===== src/tdts_pkg.sv =====
`default_nettype none
package tdts_pkg;

  localparam int FRAC_BITS = 8;
  localparam int VAL_W = 16;
  localparam int EXT_W = 22;

  localparam logic signed [VAL_W-1:0] FULL = VAL_W'(100 << FRAC_BITS);
  localparam int Q_W = $clog2(100 << FRAC_BITS);
  localparam logic [Q_W-1:0] FULL_U = Q_W'(100 << FRAC_BITS);

  localparam logic signed [17:0] DEG_P20 = 18'(20 << FRAC_BITS);
  localparam logic signed [17:0] DEG_P30 = 18'(30 << FRAC_BITS);
  localparam logic signed [17:0] DEG_N20 = -18'(20 << FRAC_BITS);
  localparam logic signed [17:0] DEG_N30 = -18'(30 << FRAC_BITS);

  localparam int TENS_W = 24;
  localparam int RAW_W = 23;
  localparam int REM_W = Q_W + TENS_W;
  localparam int CNT_W = $clog2(Q_W);

  localparam logic [14:0] SLEW_RST = 15'd51;
  localparam logic [15:0] TIMEOUT_RST = 16'd2000;
  localparam logic [RAW_W-1:0] TFULL_RST = RAW_W'(750000);
  localparam logic [RAW_W-1:0] TZERO_RST = RAW_W'(2250000);

  localparam int CFG_IDX_W = 2;
  localparam int CFG_DATA_W = 23;
  localparam logic [CFG_IDX_W-1:0] CFG_SLEW = 2'd0;
  localparam logic [CFG_IDX_W-1:0] CFG_TIMEOUT = 2'd1;
  localparam logic [CFG_IDX_W-1:0] CFG_TFULL = 2'd2;
  localparam logic [CFG_IDX_W-1:0] CFG_TZERO = 2'd3;

  localparam int IN_DATA_W = 128;
  localparam int OUT_DATA_W = 56;

  typedef struct packed {
    logic load;
    logic do_set;
    logic do_time;
    logic do_slew;
    logic do_tilt;
    logic do_tens;
    logic do_mul;
    logic div_step;
    logic do_fwd;
    logic load_out;
  } dp_cmd_t;

  typedef struct packed {
    logic div_last;
  } dp_sts_t;

  function automatic logic signed [VAL_W-1:0] sat_full(input logic signed [EXT_W-1:0] v);
    logic signed [EXT_W-1:0] hi;
    logic signed [VAL_W-1:0] res;
    hi = EXT_W'(FULL);
    if (v > hi) res = FULL;
    else if (v < -hi) res = -FULL;
    else res = v[VAL_W-1:0];
    return res;
  endfunction

endpackage
`default_nettype wire


===== src/tdts_ctrl.sv =====
`default_nettype none
module tdts_ctrl
  import tdts_pkg::*;
(
  input  wire logic clk,
  input  wire logic rst_n,
  input  wire logic in_tvalid,
  input  wire logic in_tuser,
  output logic      in_tready,
  output logic      out_tvalid,
  input  wire logic out_tready,
  input  dp_sts_t   sts,
  output dp_cmd_t   cmd
);

  typedef enum logic [9:0] {
    ST_IDLE = 10'b0000000001,
    ST_SET  = 10'b0000000010,
    ST_TIME = 10'b0000000100,
    ST_SLEW = 10'b0000001000,
    ST_TILT = 10'b0000010000,
    ST_TENS = 10'b0000100000,
    ST_MUL  = 10'b0001000000,
    ST_DIV  = 10'b0010000000,
    ST_FWD  = 10'b0100000000,
    ST_RES  = 10'b1000000000
  } state_t;

  state_t state_r, state_nxt;
  logic out_valid_r, out_valid_nxt;
  logic in_acc, slot_free;

  assign in_tready = (state_r == ST_IDLE);
  assign in_acc = in_tvalid && in_tready;
  assign slot_free = !out_valid_r || out_tready;
  assign out_tvalid = out_valid_r;

  always_comb begin
    state_nxt = state_r;
    cmd = '0;
    cmd.load = in_acc;
    unique case (state_r)
      ST_IDLE: begin
        if (in_acc) state_nxt = in_tuser ? ST_TIME : ST_SET;
      end
      ST_SET: begin
        cmd.do_set = 1'b1;
        state_nxt = ST_RES;
      end
      ST_TIME: begin
        cmd.do_time = 1'b1;
        state_nxt = ST_SLEW;
      end
      ST_SLEW: begin
        cmd.do_slew = 1'b1;
        state_nxt = ST_TILT;
      end
      ST_TILT: begin
        cmd.do_tilt = 1'b1;
        state_nxt = ST_TENS;
      end
      ST_TENS: begin
        cmd.do_tens = 1'b1;
        state_nxt = ST_MUL;
      end
      ST_MUL: begin
        cmd.do_mul = 1'b1;
        state_nxt = ST_DIV;
      end
      ST_DIV: begin
        cmd.div_step = 1'b1;
        if (sts.div_last) state_nxt = ST_FWD;
      end
      ST_FWD: begin
        cmd.do_fwd = 1'b1;
        state_nxt = ST_RES;
      end
      ST_RES: begin
        // wait for the output register to free up
        if (slot_free) begin
          cmd.load_out = 1'b1;
          state_nxt = ST_IDLE;
        end
      end
      default: state_nxt = ST_IDLE;
    endcase
  end

  always_comb begin
    if (cmd.load_out) out_valid_nxt = 1'b1;
    else if (out_tready) out_valid_nxt = 1'b0;
    else out_valid_nxt = out_valid_r;
  end

  always_ff @(posedge clk) begin
    if (!rst_n) begin
      state_r <= ST_IDLE;
      out_valid_r <= 1'b0;
    end else begin
      state_r <= state_nxt;
      out_valid_r <= out_valid_nxt;
    end
  end

endmodule
`default_nettype wire


===== src/tdts_dp.sv =====
`default_nettype none
module tdts_dp
  import tdts_pkg::*;
(
  input  wire logic                  clk,
  input  wire logic                  rst_n,
  input  wire logic [IN_DATA_W-1:0]  in_tdata,
  output logic      [OUT_DATA_W-1:0] out_tdata,
  input  wire logic                  cfg_we,
  input  wire logic [CFG_IDX_W-1:0]  cfg_index,
  input  wire logic [CFG_DATA_W-1:0] cfg_wdata,
  input  dp_cmd_t                    cmd,
  output dp_sts_t                    sts
);

  // configuration
  logic [14:0] slew_r;
  logic [15:0] timeout_r;
  logic [RAW_W-1:0] tfull_r, tzero_r;

  // captured item
  logic [31:0] now_r;
  logic signed [VAL_W-1:0] thr_cmd_r, yaw_cmd_r, corr_r;
  logic signed [16:0] pitch_r;
  logic signed [TENS_W-1:0] tens_r;
  logic batt_r;

  // block state
  logic signed [VAL_W-1:0] thr_tgt_r, yaw_tgt_r, thr_now_r, yaw_now_r;
  logic [31:0] last_ms_r;
  logic fired_r;

  // working values
  logic signed [VAL_W-1:0] t_r;
  logic le_full_r, ge_zero_r;
  logic [TENS_W-1:0] diff_r;
  logic [RAW_W-1:0] den_r;
  logic [REM_W-1:0] rem_r, dd_r;
  logic [Q_W-1:0] q_r;
  logic [CNT_W-1:0] cnt_r;

  logic [OUT_DATA_W-1:0] out_r;

  always_ff @(posedge clk) begin
    if (!rst_n) begin
      slew_r <= SLEW_RST;
      timeout_r <= TIMEOUT_RST;
      tfull_r <= TFULL_RST;
      tzero_r <= TZERO_RST;
    end else if (cfg_we) begin
      unique case (cfg_index)
        CFG_SLEW:    slew_r <= cfg_wdata[14:0];
        CFG_TIMEOUT: timeout_r <= cfg_wdata[15:0];
        CFG_TFULL:   tfull_r <= cfg_wdata[RAW_W-1:0];
        CFG_TZERO:   tzero_r <= cfg_wdata[RAW_W-1:0];
        default: ;
      endcase
    end
  end

  always_ff @(posedge clk) begin
    if (cmd.load) begin
      now_r <= in_tdata[31:0];
      thr_cmd_r <= in_tdata[47:32];
      yaw_cmd_r <= in_tdata[63:48];
      pitch_r <= in_tdata[80:64];
      tens_r <= in_tdata[104:81];
      corr_r <= in_tdata[120:105];
      batt_r <= in_tdata[121];
    end
  end

  // timeout
  logic [31:0] deadline;
  logic fire;
  assign deadline = last_ms_r + {16'b0, timeout_r};
  assign fire = (last_ms_r != 32'd0) && (now_r >= deadline);

  // slew with fast stop
  logic signed [16:0] diff17, adiff17;
  logic [VAL_W-1:0] atgt, anow;
  logic opp;
  logic signed [EXT_W-1:0] stepped;
  logic signed [VAL_W-1:0] slew_res;

  always_comb begin
    diff17 = 17'(thr_tgt_r) - 17'(thr_now_r);
    adiff17 = diff17[16] ? -diff17 : diff17;
    atgt = thr_tgt_r[VAL_W-1] ? VAL_W'(-thr_tgt_r) : VAL_W'(thr_tgt_r);
    anow = thr_now_r[VAL_W-1] ? VAL_W'(-thr_now_r) : VAL_W'(thr_now_r);
    opp = (thr_now_r > 0 && thr_tgt_r < 0) || (thr_now_r < 0 && thr_tgt_r > 0);
    if (thr_tgt_r > thr_now_r) stepped = EXT_W'(thr_now_r) + EXT_W'(slew_r);
    else stepped = EXT_W'(thr_now_r) - EXT_W'(slew_r);
    if (17'(adiff17) <= {2'b0, slew_r}) slew_res = thr_tgt_r;
    else if (opp) slew_res = '0;
    else if (atgt <= anow) slew_res = thr_tgt_r;
    else slew_res = sat_full(stepped);
  end

  // tilt limits, slope of ten between the two points
  logic signed [EXT_W-1:0] p22, pd_lo, pd_hi, tmin, tmax, t22;
  logic signed [VAL_W-1:0] tilt_res;

  always_comb begin
    p22 = EXT_W'(pitch_r);
    pd_lo = p22 - EXT_W'(DEG_P20);
    pd_hi = p22 - EXT_W'(DEG_N30);
    if (pitch_r <= DEG_P20) tmin = -EXT_W'(FULL);
    else if (pitch_r >= DEG_P30) tmin = '0;
    else tmin = -EXT_W'(FULL) + (pd_lo <<< 3) + (pd_lo <<< 1);
    if (pitch_r <= DEG_N30) tmax = '0;
    else if (pitch_r >= DEG_N20) tmax = EXT_W'(FULL);
    else tmax = (pd_hi <<< 3) + (pd_hi <<< 1);
    t22 = EXT_W'(t_r);
    if (t22 < tmin) tilt_res = tmin[VAL_W-1:0];
    else if (t22 > tmax) tilt_res = tmax[VAL_W-1:0];
    else tilt_res = t_r;
  end

  // tension compare
  logic signed [TENS_W:0] t25, full25, zero25, zdiff25;
  assign t25 = (TENS_W+1)'(tens_r);
  assign full25 = {2'b0, tfull_r};
  assign zero25 = {2'b0, tzero_r};
  assign zdiff25 = zero25 - t25;

  // forward limit and mixer
  logic signed [VAL_W-1:0] fmax, fwd_res;
  logic signed [VAL_W-1:0] left_v, right_v;

  always_comb begin
    if (le_full_r) fmax = FULL;
    else if (ge_zero_r) fmax = '0;
    else fmax = VAL_W'(q_r);
    fwd_res = (t_r > fmax) ? fmax : t_r;
    if (batt_r) begin
      left_v = '0;
      right_v = '0;
    end else begin
      left_v = sat_full(EXT_W'(thr_now_r) - EXT_W'(yaw_now_r));
      right_v = sat_full(EXT_W'(thr_now_r) + EXT_W'(yaw_now_r));
    end
  end

  assign sts.div_last = (cnt_r == '0);

  always_ff @(posedge clk) begin
    if (!rst_n) begin
      thr_tgt_r <= '0;
      yaw_tgt_r <= '0;
      thr_now_r <= '0;
      yaw_now_r <= '0;
      last_ms_r <= '0;
      fired_r <= 1'b0;
    end else begin
      if (cmd.do_set) begin
        thr_tgt_r <= sat_full(EXT_W'(thr_cmd_r));
        yaw_tgt_r <= sat_full(EXT_W'(yaw_cmd_r));
        last_ms_r <= now_r;
        fired_r <= 1'b0;
      end
      if (cmd.do_time) begin
        fired_r <= fire;
        if (fire) begin
          thr_tgt_r <= '0;
          yaw_tgt_r <= '0;
          last_ms_r <= '0;
        end
      end
      if (cmd.do_slew) yaw_now_r <= sat_full(EXT_W'(yaw_tgt_r) + EXT_W'(corr_r));
      if (cmd.do_fwd) thr_now_r <= fwd_res;
    end
  end

  always_ff @(posedge clk) begin
    if (cmd.do_slew) t_r <= slew_res;
    if (cmd.do_tilt) t_r <= tilt_res;
    if (cmd.do_tens) begin
      le_full_r <= (t25 <= full25);
      ge_zero_r <= (t25 >= zero25);
      diff_r <= zdiff25[TENS_W-1:0];
      den_r <= tzero_r - tfull_r;
    end
    // restoring divide, one quotient bit per step
    if (cmd.do_mul) begin
      rem_r <= REM_W'(FULL_U) * REM_W'(diff_r);
      dd_r <= REM_W'(den_r) << (Q_W - 1);
      q_r <= '0;
      cnt_r <= CNT_W'(Q_W - 1);
    end
    if (cmd.div_step) begin
      if (rem_r >= dd_r) begin
        rem_r <= rem_r - dd_r;
        q_r <= {q_r[Q_W-2:0], 1'b1};
      end else begin
        q_r <= {q_r[Q_W-2:0], 1'b0};
      end
      dd_r <= dd_r >> 1;
      cnt_r <= cnt_r - CNT_W'(1);
    end
    if (cmd.load_out) begin
      out_r <= {7'b0, fired_r, thr_now_r, right_v, left_v};
    end
  end

  assign out_tdata = out_r;

endmodule
`default_nettype wire


===== src/tracked_drive_throttle_shaper_unit.sv =====
`default_nettype none
// a set item passes the SET state, a tick item TIME, SLEW, TILT, TENS, MUL, DIV and FWD;
// both end in RES, which loads the output register; one item is processed at a time
// a tick item runs the 15-step restoring divider of the leash tension curve
// a result waiting in the output register does not block acceptance of the next item
// reset: synchronous active-low rst_n clears targets, throttle, yaw and the command stamp
// and loads the configuration registers with their default values
module tracked_drive_throttle_shaper_unit
  import tdts_pkg::*;
(
  input  wire logic                  clk,
  input  wire logic                  rst_n,
  input  wire logic                  in_tvalid,
  output logic                       in_tready,
  // now_ms, throttle_cmd, yaw_cmd, pitch_angle, tension_raw, yaw_correction,
  // battery_very_low, zero fill
  input  wire logic [IN_DATA_W-1:0]  in_tdata,
  // command
  input  wire logic                  in_tuser,
  output logic                       out_tvalid,
  input  wire logic                  out_tready,
  // left_drive, right_drive, throttle_level, timed_out, zero fill
  output logic      [OUT_DATA_W-1:0] out_tdata,
  input  wire logic                  cfg_we,
  input  wire logic [CFG_IDX_W-1:0]  cfg_index,
  input  wire logic [CFG_DATA_W-1:0] cfg_wdata
);

  dp_cmd_t cmd;
  dp_sts_t sts;

  tdts_ctrl u_ctrl (
    .clk(clk),
    .rst_n(rst_n),
    .in_tvalid(in_tvalid),
    .in_tuser(in_tuser),
    .in_tready(in_tready),
    .out_tvalid(out_tvalid),
    .out_tready(out_tready),
    .sts(sts),
    .cmd(cmd)
  );

  tdts_dp u_dp (
    .clk(clk),
    .rst_n(rst_n),
    .in_tdata(in_tdata),
    .out_tdata(out_tdata),
    .cfg_we(cfg_we),
    .cfg_index(cfg_index),
    .cfg_wdata(cfg_wdata),
    .cmd(cmd),
    .sts(sts)
  );

endmodule
`default_nettype wire


===== config.mk =====
export PLATFORM = sky130hd
export DESIGN_NAME = tracked_drive_throttle_shaper_unit
export DESIGN_NICKNAME = d
export VERILOG_FILES = /design/src/tdts_pkg.sv /design/src/tdts_ctrl.sv /design/src/tdts_dp.sv /design/src/tracked_drive_throttle_shaper_unit.sv
export SDC_FILE = /design/constraint.sdc
export NUM_CORES = 2
export LEC_CHECK = 0
export ABC_AREA = 1
export BUFFER_PORTS_ARGS = -buffer_cell sky130_fd_sc_hd__buf_2
export CAP_MARGIN = 25
export CORE_MARGIN = 8
export CORE_UTILIZATION = 49
export CTS_BUF_LIST = sky130_fd_sc_hd__clkbuf_16
export CTS_CLUSTER_DIAMETER = 80
export DETAILED_ROUTE_END_ITERATION = 10
export GPL_ROUTABILITY_DRIVEN = 1
export PLACE_DENSITY = 0.73
export SLEW_MARGIN = 20
export SYNTH_ARGS = -nofsm -noshare
export SYNTH_HDL_FRONTEND = slang
export SYNTH_SLANG_ARGS = --single-unit

===== constraint.sdc =====
create_clock -name clk -period 9.45 [get_ports clk]
set_input_delay 0.4725 -clock clk [delete_from_list [all_inputs] [get_ports clk]]
set_output_delay 0.4725 -clock clk [all_outputs]
set_load 0.1 [all_outputs]

==> flow_metrics.env <==
export IMPL_syn_inst=5190
export IMPL_synth_warnings=0
export IMPL_placed_area_sq_um=41400
export IMPL_r2r_end="u_dp.t_r[5]"
export IMPL_rows=104
export IMPL_reg2reg_depth=31
export IMPL_routed_wl_mm=109
export IMPL_grt_pass1_wl_mm=174
export IMPL_ys_seq_area_frac=0.337
export IMPL_num_vias=35100
export IMPL_cts_clk_slew_worst_paths_ps=70
export IMPL_cts_tree="yes"
export IMPL_fillers=7468
export IMPL_status="completed"
export IMPL_hpwl_mm=83.8
export IMPL_antenna_left=0
export IMPL_dr_pass1_iters=6
export IMPL_stdcell_area_sq_um=44600
export IMPL_die_h_microns=299
export IMPL_synthesis_area_sq_um=39300
export IMPL_start_kind="flip-flop"
export IMPL_vdd_drop_max_mv=0.154
export IMPL_h_tree_depth=2
export IMPL_critPathMaxFanout=16
export IMPL_antenna_found_initial=10
export IMPL_most_common_layout_cells="1139 x nand2_1, 785 x inv_1, 462 x nor2_1"
export IMPL_slowest_delay_ps=500
export IMPL_area_growth_pct=13.4
export IMPL_wl_per_cell_microns=16.5
export IMPL_dieArea_sq_um=89600
export IMPL_powerDensity_nw_per_um2=145
export IMPL_vias_per_cell=5.31
export IMPL_holdPathStages=1
export IMPL_slew_limit_headroom=0.359
export IMPL_r2r_start="u_dp.pitch_r[11]"
export IMPL_drv_cap=0
export IMPL_synthXorXnorAreaFrac=0.0525
export IMPL_core_area_sq_um=80000
export IMPL_timing_critical_path_mode_cell="nand2_1"
export IMPL_drc=0
export IMPL_yosys_area_share_adder=0.162
export IMPL_layout_drive_gt1_share=0.0780
export IMPL_setup_viol=0
export IMPL_yosysUniqueCellTypes=66
export IMPL_hold_viol_final=0
export IMPL_crit_required_ps=9730
export IMPL_synth_seq_cells=516
export IMPL_rsz0062_at_grt="no"
export IMPL_synth_top_family_by_area="simple AND/OR/NAND/NOR gates"
export IMPL_power_leakage_nw=21.7
export IMPL_worstPathArrival_ps=5960
export IMPL_timing_final_crit_share=0.601
export IMPL_worst_setup_path_type="reg -> reg"
export IMPL_r2r_slack_ps=3770
export IMPL_cts_sinks=516
export IMPL_synth_compound_area_frac=0.126
export IMPL_hold_class="in -> reg"
export IMPL_fin_skew_ps=59.5
export IMPL_clock_latency_ps=670
export IMPL_first_iter_violations=2559
export IMPL_final_nets=6138
export IMPL_critical_path_endpoint_type="flip-flop"
export IMPL_slew_viol_final=0
export IMPL_tightest_slew_ps=962
export IMPL_clockBufferDepth=3
export IMPL_grt_pass1_vias=33400
export IMPL_start_util=0.492
export IMPL_avgSynthCellArea_sq_um=7.58
export IMPL_place_congestion=0.934
export IMPL_fin_crit_ps=5680
export IMPL_slowest_stage="edfxtp_1"
export IMPL_worstHoldStart="in_tdata[85]"
export IMPL_fin_setup_tns_ps=0
export IMPL_die_width_microns=299
export IMPL_pin_count=217
export IMPL_max_clock_freq_mhz=176
export IMPL_io_buffers=203
export IMPL_grt_util_all_layers=0.235
export IMPL_cts_root_buf="clkbuf_16"
export IMPL_grt_max_degree=84
export IMPL_holdPathEnd="u_dp.tens_r[4]"
export IMPL_synth_simple_gate_area_frac=0.232
export IMPL_layout_commonest_cell="nand2_1"
export IMPL_overflow=0
export IMPL_synthMuxAreaShare=0
export IMPL_cts_buffers=58
==> per-layer routing <==
layer / share of wire / GRT usage
met1: 0.45 / 0.319
met2: 0.45 / 0.383
met3: 0.070 / 0.0384
met4: 0.031 / 0.0711
met5: 0.00034 / 0
==> registers in the layout, summed over array words and instances (netlist names), 10 cells and up <==
signal	flops
u_ctrl.state_r	10
u_dp.corr_r	16
u_dp.dd_r	37
u_dp.den_r	23
u_dp.diff_r	24
u_dp.last_ms_r	32
u_dp.now_r	32
u_dp.out_tdata	49
u_dp.pitch_r	17
u_dp.q_r	15
u_dp.rem_r	39
u_dp.slew_r	15
u_dp.t_r	16
u_dp.tens_r	24
u_dp.tfull_r	23
u_dp.thr_cmd_r	16
u_dp.thr_now_r	16
u_dp.thr_tgt_r	16
u_dp.timeout_r	16
u_dp.tzero_r	23
u_dp.yaw_cmd_r	16
u_dp.yaw_now_r	16
u_dp.yaw_tgt_r	16
==> what timing repair did <==
| action | 4_1_cts | 5_1_grt |
|---|---|---|
| endpoints found under the hold margin | 119 | 0 |
| setup buffers | 0 | 0 |
| resized for setup | 0 | 0 |
| hold buffers | 119 | 0 |
==> metrics by stage <==
step                setup slack, ps  power, mW  hold WS, ps  utilization  instances
floorplan                      2810       3.76          409            -       5196
global placement               3900       4.09          415        0.517       6371
detailed placement             3790       4.11          440        0.517       6371
CTS                            3770       6.48         1.16        0.557       6600
global route                   3170       6.80         11.9        0.557       6604
finish                         3770       6.47         39.9        0.557       6606
==> where the power goes <==
group          leakage [nW]  switching (mW)  internal (mW)
Sequential             4.47          0.0595           2.48
Clock                  1.01            1.03           1.31
Combinational          16.2            1.03          0.565
==> synthesized netlist by cell type, drive strengths merged <==
| cell type | n | area share |
|---|---|---|
| or4 | 1 | 0.00019 |
| o211a | 1 | 0.00025 |
| nor4 | 25 | 0.0040 |
| nor2 | 471 | 0.045 |
| o21ai | 277 | 0.036 |
| a31oi | 31 | 0.0053 |
| a221oi | 2 | 0.00045 |
| edfxtp | 292 | 0.22 |
| a21boi | 11 | 0.0021 |
| a21oi | 447 | 0.057 |
| clkinv | 1 | 0.000095 |
| o221ai | 11 | 0.0024 |
| nor4b | 1 | 0.00038 |
| o211ai | 29 | 0.0055 |
| a21o | 21 | 0.0040 |
| nor3b | 1 | 0.00019 |
| ha | 453 | 0.14 |
| inv | 793 | 0.076 |
| o21bai | 21 | 0.0040 |
| o2111ai | 9 | 0.0020 |
| dfxtp | 224 | 0.11 |
| a31o | 1 | 0.00022 |
| nand3 | 276 | 0.037 |
| or2 | 13 | 0.0021 |
| a211oi | 6 | 0.0011 |
| and3 | 6 | 0.00095 |
| or3 | 1 | 0.00016 |
| nand2 | 1162 | 0.11 |
| o311ai | 1 | 0.00022 |
| buf | 40 | 0.0064 |
| a22oi | 1 | 0.00019 |
| o31ai | 9 | 0.0017 |
| o32ai | 1 | 0.00022 |
| o21a | 18 | 0.0034 |
| conb | 1 | 0.000095 |
| clkbuf | 77 | 0.0073 |
| a41oi | 1 | 0.00022 |
| xor2 | 175 | 0.039 |
| nor3 | 85 | 0.012 |
| and2 | 4 | 0.00064 |
| xnor2 | 56 | 0.013 |
| fa | 36 | 0.018 |
| nand4 | 84 | 0.014 |
| nand3b | 14 | 0.0027 |
==> worst max path at each step <==
stage | start | end
floorplan | u_ctrl.state_r[6] | u_dp.batt_r
global placement | u_dp.pitch_r[11] | u_dp.t_r[8]
detailed placement | u_dp.pitch_r[11] | u_dp.t_r[5]
CTS | u_dp.pitch_r[11] | u_dp.t_r[5]
global route | u_dp.pitch_r[10] | u_dp.t_r[8]
finish | u_dp.pitch_r[11] | u_dp.t_r[5]
==> logic make-up after synthesis <==
logic type	after synthesis
other	1
buffers and inverters	911
and+or+nand+nor	2144
AOI/OAI and AO/OA	898
adders and majority gates	489
DFF	516
xor gates and xnor gates	231
==> layout make-up <==
| class | instances | area, sq um | share of cell area |
|---|---|---|---|
| multi-input cells | 3769 | 22600 | 0.507 |
| clock inverters | 49 | 475 | 0.0107 |
| inverters | 794 | 2980 | 0.0668 |
| flip-flops and latches | 516 | 13300 | 0.297 |
| clock buffers | 61 | 1530 | 0.0342 |
| well taps | 1060 | 1330 | 0.0297 |
| diodes | 6 | 15.0 | 0.000337 |
| repair buffers | 351 | 2420 | 0.0544 |
==> critical path, delay by kind of cell (launching register included) <==
family / cells / cell delay, ps
AND/OR/NAND/NOR: 18 / 1980
adder cells (fa/ha/maj): 4 / 1330
buffers and inverters: 4 / 790
AO/OA/AOI/OAI: 4 / 520
flip-flops: 1 / 500
XOR/XNOR: 1 / 180
Note: power is estimated with default switching activity, not from simulation.
